<file path="config.mk">
export PLATFORM = sky130hd
export DESIGN_NAME = base100_number_bytes_to_decimal_text
export DESIGN_NICKNAME = d
export VERILOG_FILES = /design/src/hw/rtl/b100_pkg.sv /design/src/hw/rtl/b100_dp.sv /design/src/hw/rtl/b100_ctrl.sv /design/src/hw/rtl/base100_number_bytes_to_decimal_text.sv
export SDC_FILE = /design/constraint.sdc
export NUM_CORES = 1
export LEC_CHECK = 0
export ABC_AREA = 1
export BUFFER_PORTS_ARGS = -buffer_cell sky130_fd_sc_hd__buf_2
export CAP_MARGIN = 40
export CORE_AREA = 2 2 118 120
export DETAILED_ROUTE_END_ITERATION = 10
export DIE_AREA = 0 0 120 122
export PLACE_DENSITY = 0.58
export REMOVE_ABC_BUFFERS = 1
export SLEW_MARGIN = 20
export SYNTH_ARGS = -nofsm -noshare
export SYNTH_HDL_FRONTEND = slang
export SYNTH_SLANG_ARGS = --single-unit
</file>
<file path="constraint.sdc">
create_clock -name clk -period 5.9 [get_ports clk]
set_clock_uncertainty 0.2 [all_clocks]
set_input_delay 1.18 -clock clk [delete_from_list [all_inputs] [get_ports clk]]
set_output_delay 1.18 -clock clk [all_outputs]
set_load 0.005 [all_outputs]
</file>
<file path="src/hw/rtl/b100_pkg.sv">
`timescale 1ns / 1ps

package b100_pkg;

  // Sizing of one stored number and of its text.
  localparam int MAX_BYTES  = 21;
  localparam int MAX_CHARS  = 44;
  localparam int TEXT_LIMIT = (MAX_CHARS < 45) ? MAX_CHARS : 45;

  // Byte codes of the stored format.
  localparam logic [7:0] ZERO_BYTE = 8'h80;
  localparam logic [7:0] NEG_TERM  = 8'd102;
  localparam logic [6:0] EXP_BIAS  = 7'd64;

  // ASCII codes.
  localparam logic [6:0] ASC_ZERO  = 7'h30;
  localparam logic [6:0] ASC_MINUS = 7'h2D;
  localparam logic [6:0] ASC_DOT   = 7'h2E;

  typedef enum logic [2:0] {
    ST_OK     = 3'd0,
    ST_DIGIT  = 3'd1,
    ST_EXP    = 3'd2,
    ST_LONG   = 3'd3,
    ST_BYTES  = 3'd4
  } status_t;

  typedef enum logic [2:0] {
    CH_ZERO,
    CH_MINUS,
    CH_DOT,
    CH_TENS,
    CH_ONES
  } char_sel_t;

  // Commands from the sequencer to the datapath.
  typedef struct packed {
    logic      load;
    logic      skip;
    logic      set_sign;
    logic      put;
    char_sel_t sel;
    logic      lead_load;
    logic      pad_load;
    logic      zdec;
    logic      set_err;
    status_t   err_val;
    logic      push_hold;
    logic      hold_end;
    logic      push_err;
    logic      push_mark;
    logic      finish;
    logic      fail;
  } cmd_t;

  // Status from the datapath to the sequencer.
  typedef struct packed {
    logic skip;
    logic first;
    logic over;
    logic lone;
    logic neg;
    logic le64;
    logic last;
    logic neg_term;
    logic dot_here;
    logic val_ok;
    logic has_tens;
    logic lead_zero;
    logic pad_need;
    logic pad_big;
    logic zcnt_zero;
    logic at_limit;
    logic hold_valid;
    logic out_free;
  } stat_t;

  // Tens digit of a value below 100 by reciprocal multiplication.
  function automatic logic [3:0] tens_of(input logic [6:0] v);
    logic [14:0] prod;
    prod = {8'd0, v} * 15'd205;
    return prod[14:11];
  endfunction

endpackage

</file>
<file path="src/hw/rtl/b100_dp.sv">
`timescale 1ns / 1ps

module b100_dp (
  input  logic             clk,
  input  logic             rst,
  input  logic [7:0]       s_tdata,   // byte_value[7:0]
  input  logic             s_tlast,
  input  b100_pkg::cmd_t   cmd,
  output b100_pkg::stat_t  stat,
  output logic             m_tvalid,
  input  logic             m_tready,
  output logic [7:0]       m_tdata,   // char_code[6:0], zero[7]
  output logic             m_tlast,
  output logic [2:0]       m_tuser    // status[2:0]
);
  import b100_pkg::*;

  logic [4:0] byte_index;
  logic       is_negative;
  logic [6:0] exponent;
  logic [5:0] chars_emitted;
  logic       failed_skip;
  logic [7:0] b_r;
  logic       last_r;
  logic [6:0] hold_char;
  logic       hold_valid;
  logic [7:0] zcnt;
  status_t    err_code;
  logic [6:0] out_char;

  logic [7:0] val8;
  logic [6:0] val7;
  logic       val_ok;
  logic [3:0] tens;
  logic [3:0] ones;
  logic [6:0] put_char;
  logic [6:0] room;
  logic [6:0] lim;
  logic [6:0] e_pos;
  logic       out_free;
  logic       push_any;

  assign val8 = is_negative ? (8'd101 - b_r) : (b_r - 8'd1);
  assign val7 = val8[6:0];
  assign val_ok = is_negative ? (b_r >= 8'd2 && b_r <= 8'd101)
                              : (b_r >= 8'd1 && b_r <= 8'd100);
  assign tens = tens_of(val7);
  assign ones = 4'(val7 - {tens, 3'b000} - {2'b00, tens, 1'b0});

  always_comb begin
    unique case (cmd.sel)
      CH_ZERO:  put_char = ASC_ZERO;
      CH_MINUS: put_char = ASC_MINUS;
      CH_DOT:   put_char = ASC_DOT;
      CH_TENS:  put_char = ASC_ZERO + {3'b000, tens};
      CH_ONES:  put_char = ASC_ZERO + {3'b000, ones};
      default:  put_char = ASC_ZERO;
    endcase
  end

  // Room left for trailing zero pairs, in pairs.
  assign room  = 7'(TEXT_LIMIT - 1) - {1'b0, chars_emitted};
  assign lim   = ({1'b0, chars_emitted} >= 7'(TEXT_LIMIT - 1)) ? 7'd0 : {1'b0, room[6:1]};
  assign e_pos = exponent - EXP_BIAS;

  assign out_free = !m_tvalid || m_tready;
  assign push_any = cmd.push_hold || cmd.push_err || cmd.push_mark ||
                    (cmd.put && hold_valid);

  always_comb begin
    stat.skip       = failed_skip;
    stat.first      = (byte_index == 5'd0);
    stat.over       = (byte_index >= 5'(MAX_BYTES));
    stat.lone       = last_r && (b_r == ZERO_BYTE);
    stat.neg        = is_negative;
    stat.le64       = (exponent <= EXP_BIAS);
    stat.last       = last_r;
    stat.neg_term   = is_negative && (b_r == NEG_TERM) && last_r;
    stat.dot_here   = (exponent == ({2'b00, byte_index} + 7'd63)) && (exponent != EXP_BIAS);
    stat.val_ok     = val_ok;
    stat.has_tens   = (val7 >= 7'd10);
    stat.lead_zero  = (exponent <= EXP_BIAS) || (byte_index != 5'd1);
    stat.pad_need   = ({1'b0, exponent} >= ({3'b000, byte_index} + 8'd65));
    stat.pad_big    = (e_pos > lim);
    stat.zcnt_zero  = (zcnt == 8'd0);
    stat.at_limit   = (chars_emitted >= 6'(TEXT_LIMIT));
    stat.hold_valid = hold_valid;
    stat.out_free   = out_free;
  end

  always_ff @(posedge clk) begin
    if (rst) begin
      byte_index    <= '0;
      is_negative   <= 1'b0;
      exponent      <= '0;
      chars_emitted <= '0;
      failed_skip   <= 1'b0;
      hold_valid    <= 1'b0;
      m_tvalid      <= 1'b0;
    end else begin
      if (cmd.load) begin
        b_r    <= s_tdata;
        last_r <= s_tlast;
      end
      if (cmd.skip) begin
        if (s_tlast) begin
          byte_index    <= '0;
          is_negative   <= 1'b0;
          exponent      <= '0;
          chars_emitted <= '0;
          failed_skip   <= 1'b0;
        end else begin
          byte_index <= byte_index + 5'd1;
        end
      end
      if (cmd.set_sign) begin
        is_negative <= !b_r[7];
        exponent    <= b_r[7] ? b_r[6:0] : ~b_r[6:0];
      end
      if (cmd.put) begin
        hold_char     <= put_char;
        hold_valid    <= 1'b1;
        chars_emitted <= chars_emitted + 6'd1;
      end else if (cmd.push_hold) begin
        hold_valid <= 1'b0;
      end
      if (cmd.lead_load) begin
        zcnt <= {EXP_BIAS - exponent, 1'b0};
      end else if (cmd.pad_load) begin
        zcnt <= {e_pos - {2'b00, byte_index}, 1'b0};
      end else if (cmd.zdec) begin
        zcnt <= zcnt - 8'd1;
      end
      if (cmd.set_err) begin
        err_code <= cmd.err_val;
      end
      if (cmd.finish) begin
        if (last_r) begin
          byte_index    <= '0;
          is_negative   <= 1'b0;
          exponent      <= '0;
          chars_emitted <= '0;
          failed_skip   <= 1'b0;
        end else begin
          byte_index  <= byte_index + 5'd1;
          failed_skip <= cmd.fail;
        end
      end
      if (push_any) begin
        m_tvalid <= 1'b1;
      end else if (m_tready) begin
        m_tvalid <= 1'b0;
      end
    end
  end

  // Output payload.
  always_ff @(posedge clk) begin
    if (cmd.push_err) begin
      out_char <= '0;
      m_tlast  <= 1'b1;
      m_tuser  <= err_code;
    end else if (cmd.push_mark) begin
      out_char <= '0;
      m_tlast  <= 1'b1;
      m_tuser  <= ST_OK;
    end else if (cmd.push_hold || (cmd.put && hold_valid)) begin
      out_char <= hold_char;
      m_tlast  <= cmd.push_hold && cmd.hold_end;
      m_tuser  <= ST_OK;
    end
  end

  assign m_tdata = {1'b0, out_char};

endmodule

</file>
<file path="src/hw/rtl/b100_ctrl.sv">
`timescale 1ns / 1ps

module b100_ctrl (
  input  logic             clk,
  input  logic             rst,
  input  logic             s_tvalid,
  output logic             s_tready,
  input  b100_pkg::stat_t  stat,
  output b100_pkg::cmd_t   cmd
);
  import b100_pkg::*;

  typedef enum logic [3:0] {
    S_IDLE,
    S_START,
    S_LONE,
    S_SIGN,
    S_ZERO0,
    S_DOT0,
    S_LEADZ,
    S_DOT,
    S_DIG,
    S_ONES,
    S_FINAL,
    S_PAD,
    S_END,
    S_ERR
  } state_t;

  state_t    state;
  state_t    state_next;
  state_t    put_next;
  logic      want_put;
  char_sel_t put_sel;
  logic      put_go;

  assign s_tready = (state == S_IDLE);
  assign put_go   = !stat.hold_valid || stat.out_free;

  always_comb begin
    cmd        = '0;
    cmd.sel    = CH_ZERO;
    cmd.err_val = ST_OK;
    state_next = state;
    want_put   = 1'b0;
    put_sel    = CH_ZERO;
    put_next   = state;

    unique case (state)
      S_IDLE: begin
        if (s_tvalid) begin
          if (stat.skip) begin
            cmd.skip = 1'b1;
          end else begin
            cmd.load   = 1'b1;
            state_next = S_START;
          end
        end
      end
      S_START: begin
        if (stat.over) begin
          cmd.set_err = 1'b1;
          cmd.err_val = ST_BYTES;
          state_next  = S_ERR;
        end else if (stat.first) begin
          if (stat.lone) begin
            state_next = S_LONE;
          end else begin
            cmd.set_sign = 1'b1;
            state_next   = S_SIGN;
          end
        end else if (stat.neg_term) begin
          state_next = S_FINAL;
        end else begin
          state_next = S_DOT;
        end
      end
      S_LONE: begin
        want_put = 1'b1;
        put_next = S_END;
      end
      S_SIGN: begin
        if (stat.neg) begin
          want_put = 1'b1;
          put_sel  = CH_MINUS;
          put_next = S_ZERO0;
        end else begin
          state_next = S_ZERO0;
        end
      end
      S_ZERO0: begin
        if (stat.le64) begin
          want_put = 1'b1;
          put_next = stat.last ? S_FINAL : S_DOT0;
        end else begin
          state_next = S_FINAL;
        end
      end
      S_DOT0: begin
        want_put      = 1'b1;
        put_sel       = CH_DOT;
        put_next      = S_LEADZ;
        cmd.lead_load = 1'b1;
      end
      S_LEADZ: begin
        if (stat.zcnt_zero) begin
          state_next = S_FINAL;
        end else begin
          want_put = 1'b1;
          put_next = S_LEADZ;
        end
      end
      S_DOT: begin
        if (stat.dot_here) begin
          want_put = 1'b1;
          put_sel  = CH_DOT;
          put_next = S_DIG;
        end else begin
          state_next = S_DIG;
        end
      end
      S_DIG: begin
        if (!stat.val_ok) begin
          cmd.set_err = 1'b1;
          cmd.err_val = ST_DIGIT;
          state_next  = S_ERR;
        end else if (stat.has_tens) begin
          want_put = 1'b1;
          put_sel  = CH_TENS;
          put_next = S_ONES;
        end else if (stat.lead_zero) begin
          want_put = 1'b1;
          put_next = S_ONES;
        end else begin
          state_next = S_ONES;
        end
      end
      S_ONES: begin
        want_put = 1'b1;
        put_sel  = CH_ONES;
        put_next = S_FINAL;
      end
      S_FINAL: begin
        if (stat.last && stat.pad_need) begin
          if (stat.pad_big) begin
            cmd.set_err = 1'b1;
            cmd.err_val = ST_EXP;
            state_next  = S_ERR;
          end else begin
            cmd.pad_load = 1'b1;
            state_next   = S_PAD;
          end
        end else begin
          state_next = S_END;
        end
      end
      S_PAD: begin
        if (stat.zcnt_zero) begin
          state_next = S_END;
        end else begin
          want_put = 1'b1;
          put_next = S_PAD;
        end
      end
      S_END: begin
        if (stat.hold_valid) begin
          if (stat.out_free) begin
            cmd.push_hold = 1'b1;
            cmd.hold_end  = stat.last;
            cmd.finish    = 1'b1;
            state_next    = S_IDLE;
          end
        end else if (stat.last) begin
          if (stat.out_free) begin
            cmd.push_mark = 1'b1;
            cmd.finish    = 1'b1;
            state_next    = S_IDLE;
          end
        end else begin
          cmd.finish = 1'b1;
          state_next = S_IDLE;
        end
      end
      S_ERR: begin
        if (stat.out_free) begin
          if (stat.hold_valid) begin
            cmd.push_hold = 1'b1;
          end else begin
            cmd.push_err = 1'b1;
            cmd.finish   = 1'b1;
            cmd.fail     = 1'b1;
            state_next   = S_IDLE;
          end
        end
      end
      default: state_next = S_IDLE;
    endcase

    // Common character step: the text limit turns a character into an error.
    if (want_put) begin
      if (stat.at_limit) begin
        cmd.set_err = 1'b1;
        cmd.err_val = ST_LONG;
        state_next  = S_ERR;
      end else if (put_go) begin
        cmd.put    = 1'b1;
        cmd.sel    = put_sel;
        cmd.zdec   = (state == S_LEADZ) || (state == S_PAD);
        state_next = put_next;
      end else begin
        cmd.lead_load = 1'b0;
      end
    end
  end

  always_ff @(posedge clk) begin
    if (rst) begin
      state <= S_IDLE;
    end else begin
      state <= state_next;
    end
  end

endmodule

</file>
<file path="src/hw/rtl/base100_number_bytes_to_decimal_text.sv">
`timescale 1ns / 1ps
// A formed character waits in the hold register and moves on to the output register, once
// that is free, when the next character is formed or the byte is done; a byte's beat is
// first loaded into the byte register and decoded by the sequencer before its first character
// is formed. The sequencer forms at most one character per cycle and takes one byte at a time,
// so a new byte waits until the last one is done; bytes dropped after an error go straight.
// Reset: synchronous, active high; clears the sequencer, the number state and the output.

module base100_number_bytes_to_decimal_text (
  input  logic       clk,
  input  logic       rst,
  input  logic       s_tvalid,
  output logic       s_tready,
  input  logic [7:0] s_tdata,   // byte_value[7:0]
  input  logic       s_tlast,   // last_byte
  output logic       m_tvalid,
  input  logic       m_tready,
  output logic [7:0] m_tdata,   // char_code[6:0], zero fill[7]
  output logic       m_tlast,   // end_of_text
  output logic [2:0] m_tuser    // status[2:0]
);
  import b100_pkg::*;

  // The sequencer walks through the pieces of text that one byte can produce:
  // sign, leading "0." with zero pairs, decimal point, the digit pair, and the
  // trailing "00" pairs after the final byte. Each formed character sits in a
  // one-character hold stage inside the datapath until the next one is formed
  // or the byte is done, so the last character of a number can carry its
  // end-of-text mark. Errors flush the held character and send one error beat;
  // the remaining bytes of that number are then dropped at one per cycle.

  cmd_t  cmd;
  stat_t stat;

  b100_ctrl u_ctrl (
    .clk      (clk),
    .rst      (rst),
    .s_tvalid (s_tvalid),
    .s_tready (s_tready),
    .stat     (stat),
    .cmd      (cmd)
  );

  // The output register lets the next byte be taken while a beat still waits.
  b100_dp u_dp (
    .clk      (clk),
    .rst      (rst),
    .s_tdata  (s_tdata),
    .s_tlast  (s_tlast),
    .cmd      (cmd),
    .stat     (stat),
    .m_tvalid (m_tvalid),
    .m_tready (m_tready),
    .m_tdata  (m_tdata),
    .m_tlast  (m_tlast),
    .m_tuser  (m_tuser)
  );

endmodule

</file>
==> summary.md <==
| Metric | Value |
|---|---|
| Status | `completed` |
| Filler cells | `roughly 1400` |
| Critical Path RT | `between 5 and 6 ns` |
| Skew-Pair Late Insertion Delay | `0.34 ns` |
| Worst vdd ir | `0.5261 mV` |
| Hold buffers post-CTS | `0` |
| Area of the die | `0.01464 mm2` |
| Clock root buffer | `clkbuf_16` |
| Met3 Use GR | `3.979%` |
| Post-synthesis average cell area | `between 7 and 8 um2` |
| Critical path arrival | `5.31 ns` |
| IO Port Bufs | `24` |
| Met1 Usage GRT | `between 20% and 30%` |
| Crit Reg-Reg Startpoint | `u_dp.b_r[0]` |
| Final setup fails | `0` |
| ANT nets after route | `0` |
| WL/cell | `14.20 um` |
| RSZ-0062 raised after global routing | `no` |
| Synth unique cells | `46` |
| Layout cell share with drive strength beyond 1 | `8.438%` |
| Ys flop type | `dfxtp_1` |
| Hold Path Class | `flop to flop` |
| DRC Markers | `0` |
| Leak Pwr | `0.003274 uW` |
| R2r endpoint | `u_dp.hold_char[3]` |
| Die H | `122 um` |
| FF+latch area | `0.001501 mm2` |
| Num CTS Buffers | `9` |
| FP Rows | `43` |
| Top Ports | `27` |
| Worst setup endpoint | `u_dp.hold_char[3]` |
| Most used routing layer | `met2` |
| Clock Path Buffers | `2` |
| Vias in the first global route | `approximately 5200` |
| Final std cell area, no fill | `0.006541 mm2` |
| Total grt overflow | `0` |
| CP Class | `flop to flop` |
| CTS tree | `built` |
| Core Region | `around 0.014 mm2` |
| Avg Vias per Cell | `5.114` |
| Die Width | `120 um` |
| Crit path from | `u_dp.b_r[0]` |
| Global-route usage over all layers | `21.72%` |
| WHS | `around 0.28 ns` |
| Reg2reg setup slack | `0.47 ns` |
| GP Congestion | `0.9202` |
| Number of max-slew violations in the final report | `0` |
| Final Hold Viols | `0` |
| H-tree depth | `3` |
| Cell area after placement | `a little over 0.006 mm2` |
| Dpl hpwl | `12190 um` |
| R2R depth | `29` |
| Post-synthesis sequential area ratio | `25.28%` |
| Fmax | `0.1843 GHz` |
| Min Clock Period, post-route | `5.426 ns` |
| Initial antenna violation count | `0` |
| EDFF count, synth | `28` |
| Setup TNS | `0 ns` |
| Core Util, Final | `around half` |
| Slew headroom | `48.90%` |
| Max_cap viols | `0` |
| Final wirelength | `15010 um` |
| Router iterations before antenna repair | `5` |
| Crit. End Element | `flop` |
| Slowest CP cell | `fa_1` |
| Setup crit start kind | `flop` |
| Cell area after synthesis | `0.005939 mm2` |
| # diodes | `0` |
| Clk slew on worst S/H paths | `0.06 ns` |
| First-pass GRT wire length | `25030 um` |
| Critical path's largest stage delay | `0.53 ns` |
| CP Max Fanout | `4` |
| Synthesis Warnings | `0` |
| Maximum number of pins on one net before global-route repair | `17` |
| Synth async-reset ratio | `0%` |
| Multi-input gate area | `around 0.0039 mm2` |
| Met2 Use GR | `35.80%` |
| Initial core utilization | `~44%` |
| 1st-iter DRT viols | `292` |
| Clock Sinks | `61` |
| PD cells | `570.9 mW/mm2` |
| Cells after Synth | `about 850` |
| Final period util | `91.96%` |
| Final nets | `974` |
| P&R area growth vs syn | `10.13%` |
| Yosys reg bits | `61` |
| Slew of the pin with the lowest slew margin | `0.7637 ns` |
| Vias | `5406` |
==> what timing repair did <==
action | in CTS | in global routing
endpoints found under the setup margin | 0 | 2
setup buffers | 0 | 5
gates resized for setup | 0 | 1
==> cells in the final DEF (no fill, tap or decap), types with 9 or more instances in the layout <==
master	synthesis	layout
a21oi_1	44	44
buf_2	4	24
clkbuf_16	0	9
dfxtp_1	33	33
edfxtp_1	28	28
fa_1	9	9
ha_1	80	80
inv_1	122	122
nand2_1	195	195
nand3_1	52	52
nand4_1	15	15
nor2_1	99	99
nor3_1	13	13
o21ai_0	53	53
xor2_1	23	22
==> report_power, final <==
group	switching, uW	internal, uW	leakage (uW)
logic	1580	983	0.00261
clock network	188	324	0.000137
registers	102	554	0.000528
==> state kept, by name, summed over array words and instances (netlist names) <==
| signal | flops |
|---|---|
| u_ctrl.state | 4 |
| u_dp.is_negative | 1 |
| u_dp.byte_index | 5 |
| u_dp.b_r | 8 |
| u_dp.m_tuser | 3 |
| u_dp.last_r | 1 |
| u_dp.m_tvalid | 1 |
| u_dp.hold_char | 5 |
| u_dp.chars_emitted | 6 |
| u_dp.err_code | 3 |
| u_dp.out_char | 6 |
| u_dp.failed_skip | 1 |
| u_dp.zcnt | 8 |
| u_dp.hold_valid | 1 |
| u_dp.m_tlast | 1 |
| u_dp.exponent | 7 |
==> worst max-delay path, delay by kind of cell, from the launching register on <==
| kind | cells | cell delay (ns) |
|---|---|---|
| DFF | 1 | 0.41 |
| xor gates and xnor gates | 2 | 0.38 |
| and+or+nand+nor | 13 | 1.33 |
| buffers and inverters | 7 | 0.48 |
| adders and majority gates | 7 | 2.36 |
==> routing by layer <==
| layer | vias to the layer above | share of wire, % |
|---|---|---|
| li1 | 2785 | - |
| met1 | 2494 | 49 |
| met2 | 109 | 45 |
| met3 | 18 | 3.7 |
| met4 | 0 | 1.9 |
| met5 | - | 0 |
==> worst min path at each step <==
stage	startpoint	endpoint	cells after the start
6_report	u_dp.hold_char[3]	u_dp.out_char[3]	2
5_1_grt	u_dp.hold_char[2]	u_dp.out_char[2]	2
4_1_cts	u_dp.out_char[5]	u_dp.out_char[5]	2
3_5_place_dp	u_dp.out_char[5]	u_dp.out_char[5]	2
3_3_place_gp	u_dp.out_char[5]	u_dp.out_char[5]	2
2_1_floorplan	u_dp.hold_char[0]	u_dp.out_char[0]	2
==> layout make-up <==
cell class	count	share of cell area, %
multi-input combinational	641	59.22
clock buffer	11	3.558
sequential	61	22.95
timing repair buffer	31	2.640
clock inverter	5	0.7842
inverter	128	7.402
tap	180	3.443
==> cells by family after synthesis <==
| logic type | after synthesis | synth area share (%) |
|---|---|---|
| AOI/OAI and AO/OA | 110 | 9.775 |
| other | 1 | 0.06314 |
| xor gates and xnor gates | 31 | 4.571 |
| and+or+nand+nor | 409 | 30.74 |
| adders and majority gates | 89 | 19.89 |
| buffers and inverters | 144 | 9.690 |
| DFF | 61 | 25.28 |
==> cells in the mapped netlist (4+ instances only) <==
library cell / n / area share, %
nand4_1: 15 / 1.6
nand3b_1: 7 / 0.88
xor2_1: 23 / 3.4
nor3_1: 13 / 1.1
edfxtp_1: 28 / 14
inv_1: 122 / 7.7
nor2_2: 4 / 0.42
nand3_1: 52 / 4.4
nand2_2: 5 / 0.53
clkbuf_1: 7 / 0.44
buf_2: 4 / 0.34
a21oi_1: 44 / 3.7
fa_1: 9 / 3.0
xnor2_1: 8 / 1.2
ha_1: 80 / 17
dfxtp_1: 33 / 11
nand2_1: 195 / 12
o21ai_0: 53 / 4.5
nor2_1: 99 / 6.3
==> metrics by stage <==
| step | power (uW) | worst slack [ns] | cells |
|---|---|---|---|
| global placement | 3173 | 0.5309 | 1036 |
| CTS | 3758 | 0.3084 | 1052 |
| detailed placement | 3218 | 0.3425 | 1036 |
| finish | 3735 | 0.4743 | 1057 |
| global route | 4227 | 0.04404 | 1057 |
| floorplan | 2613 | 0.6965 | 830 |
Power figures use the tool's default switching activity.
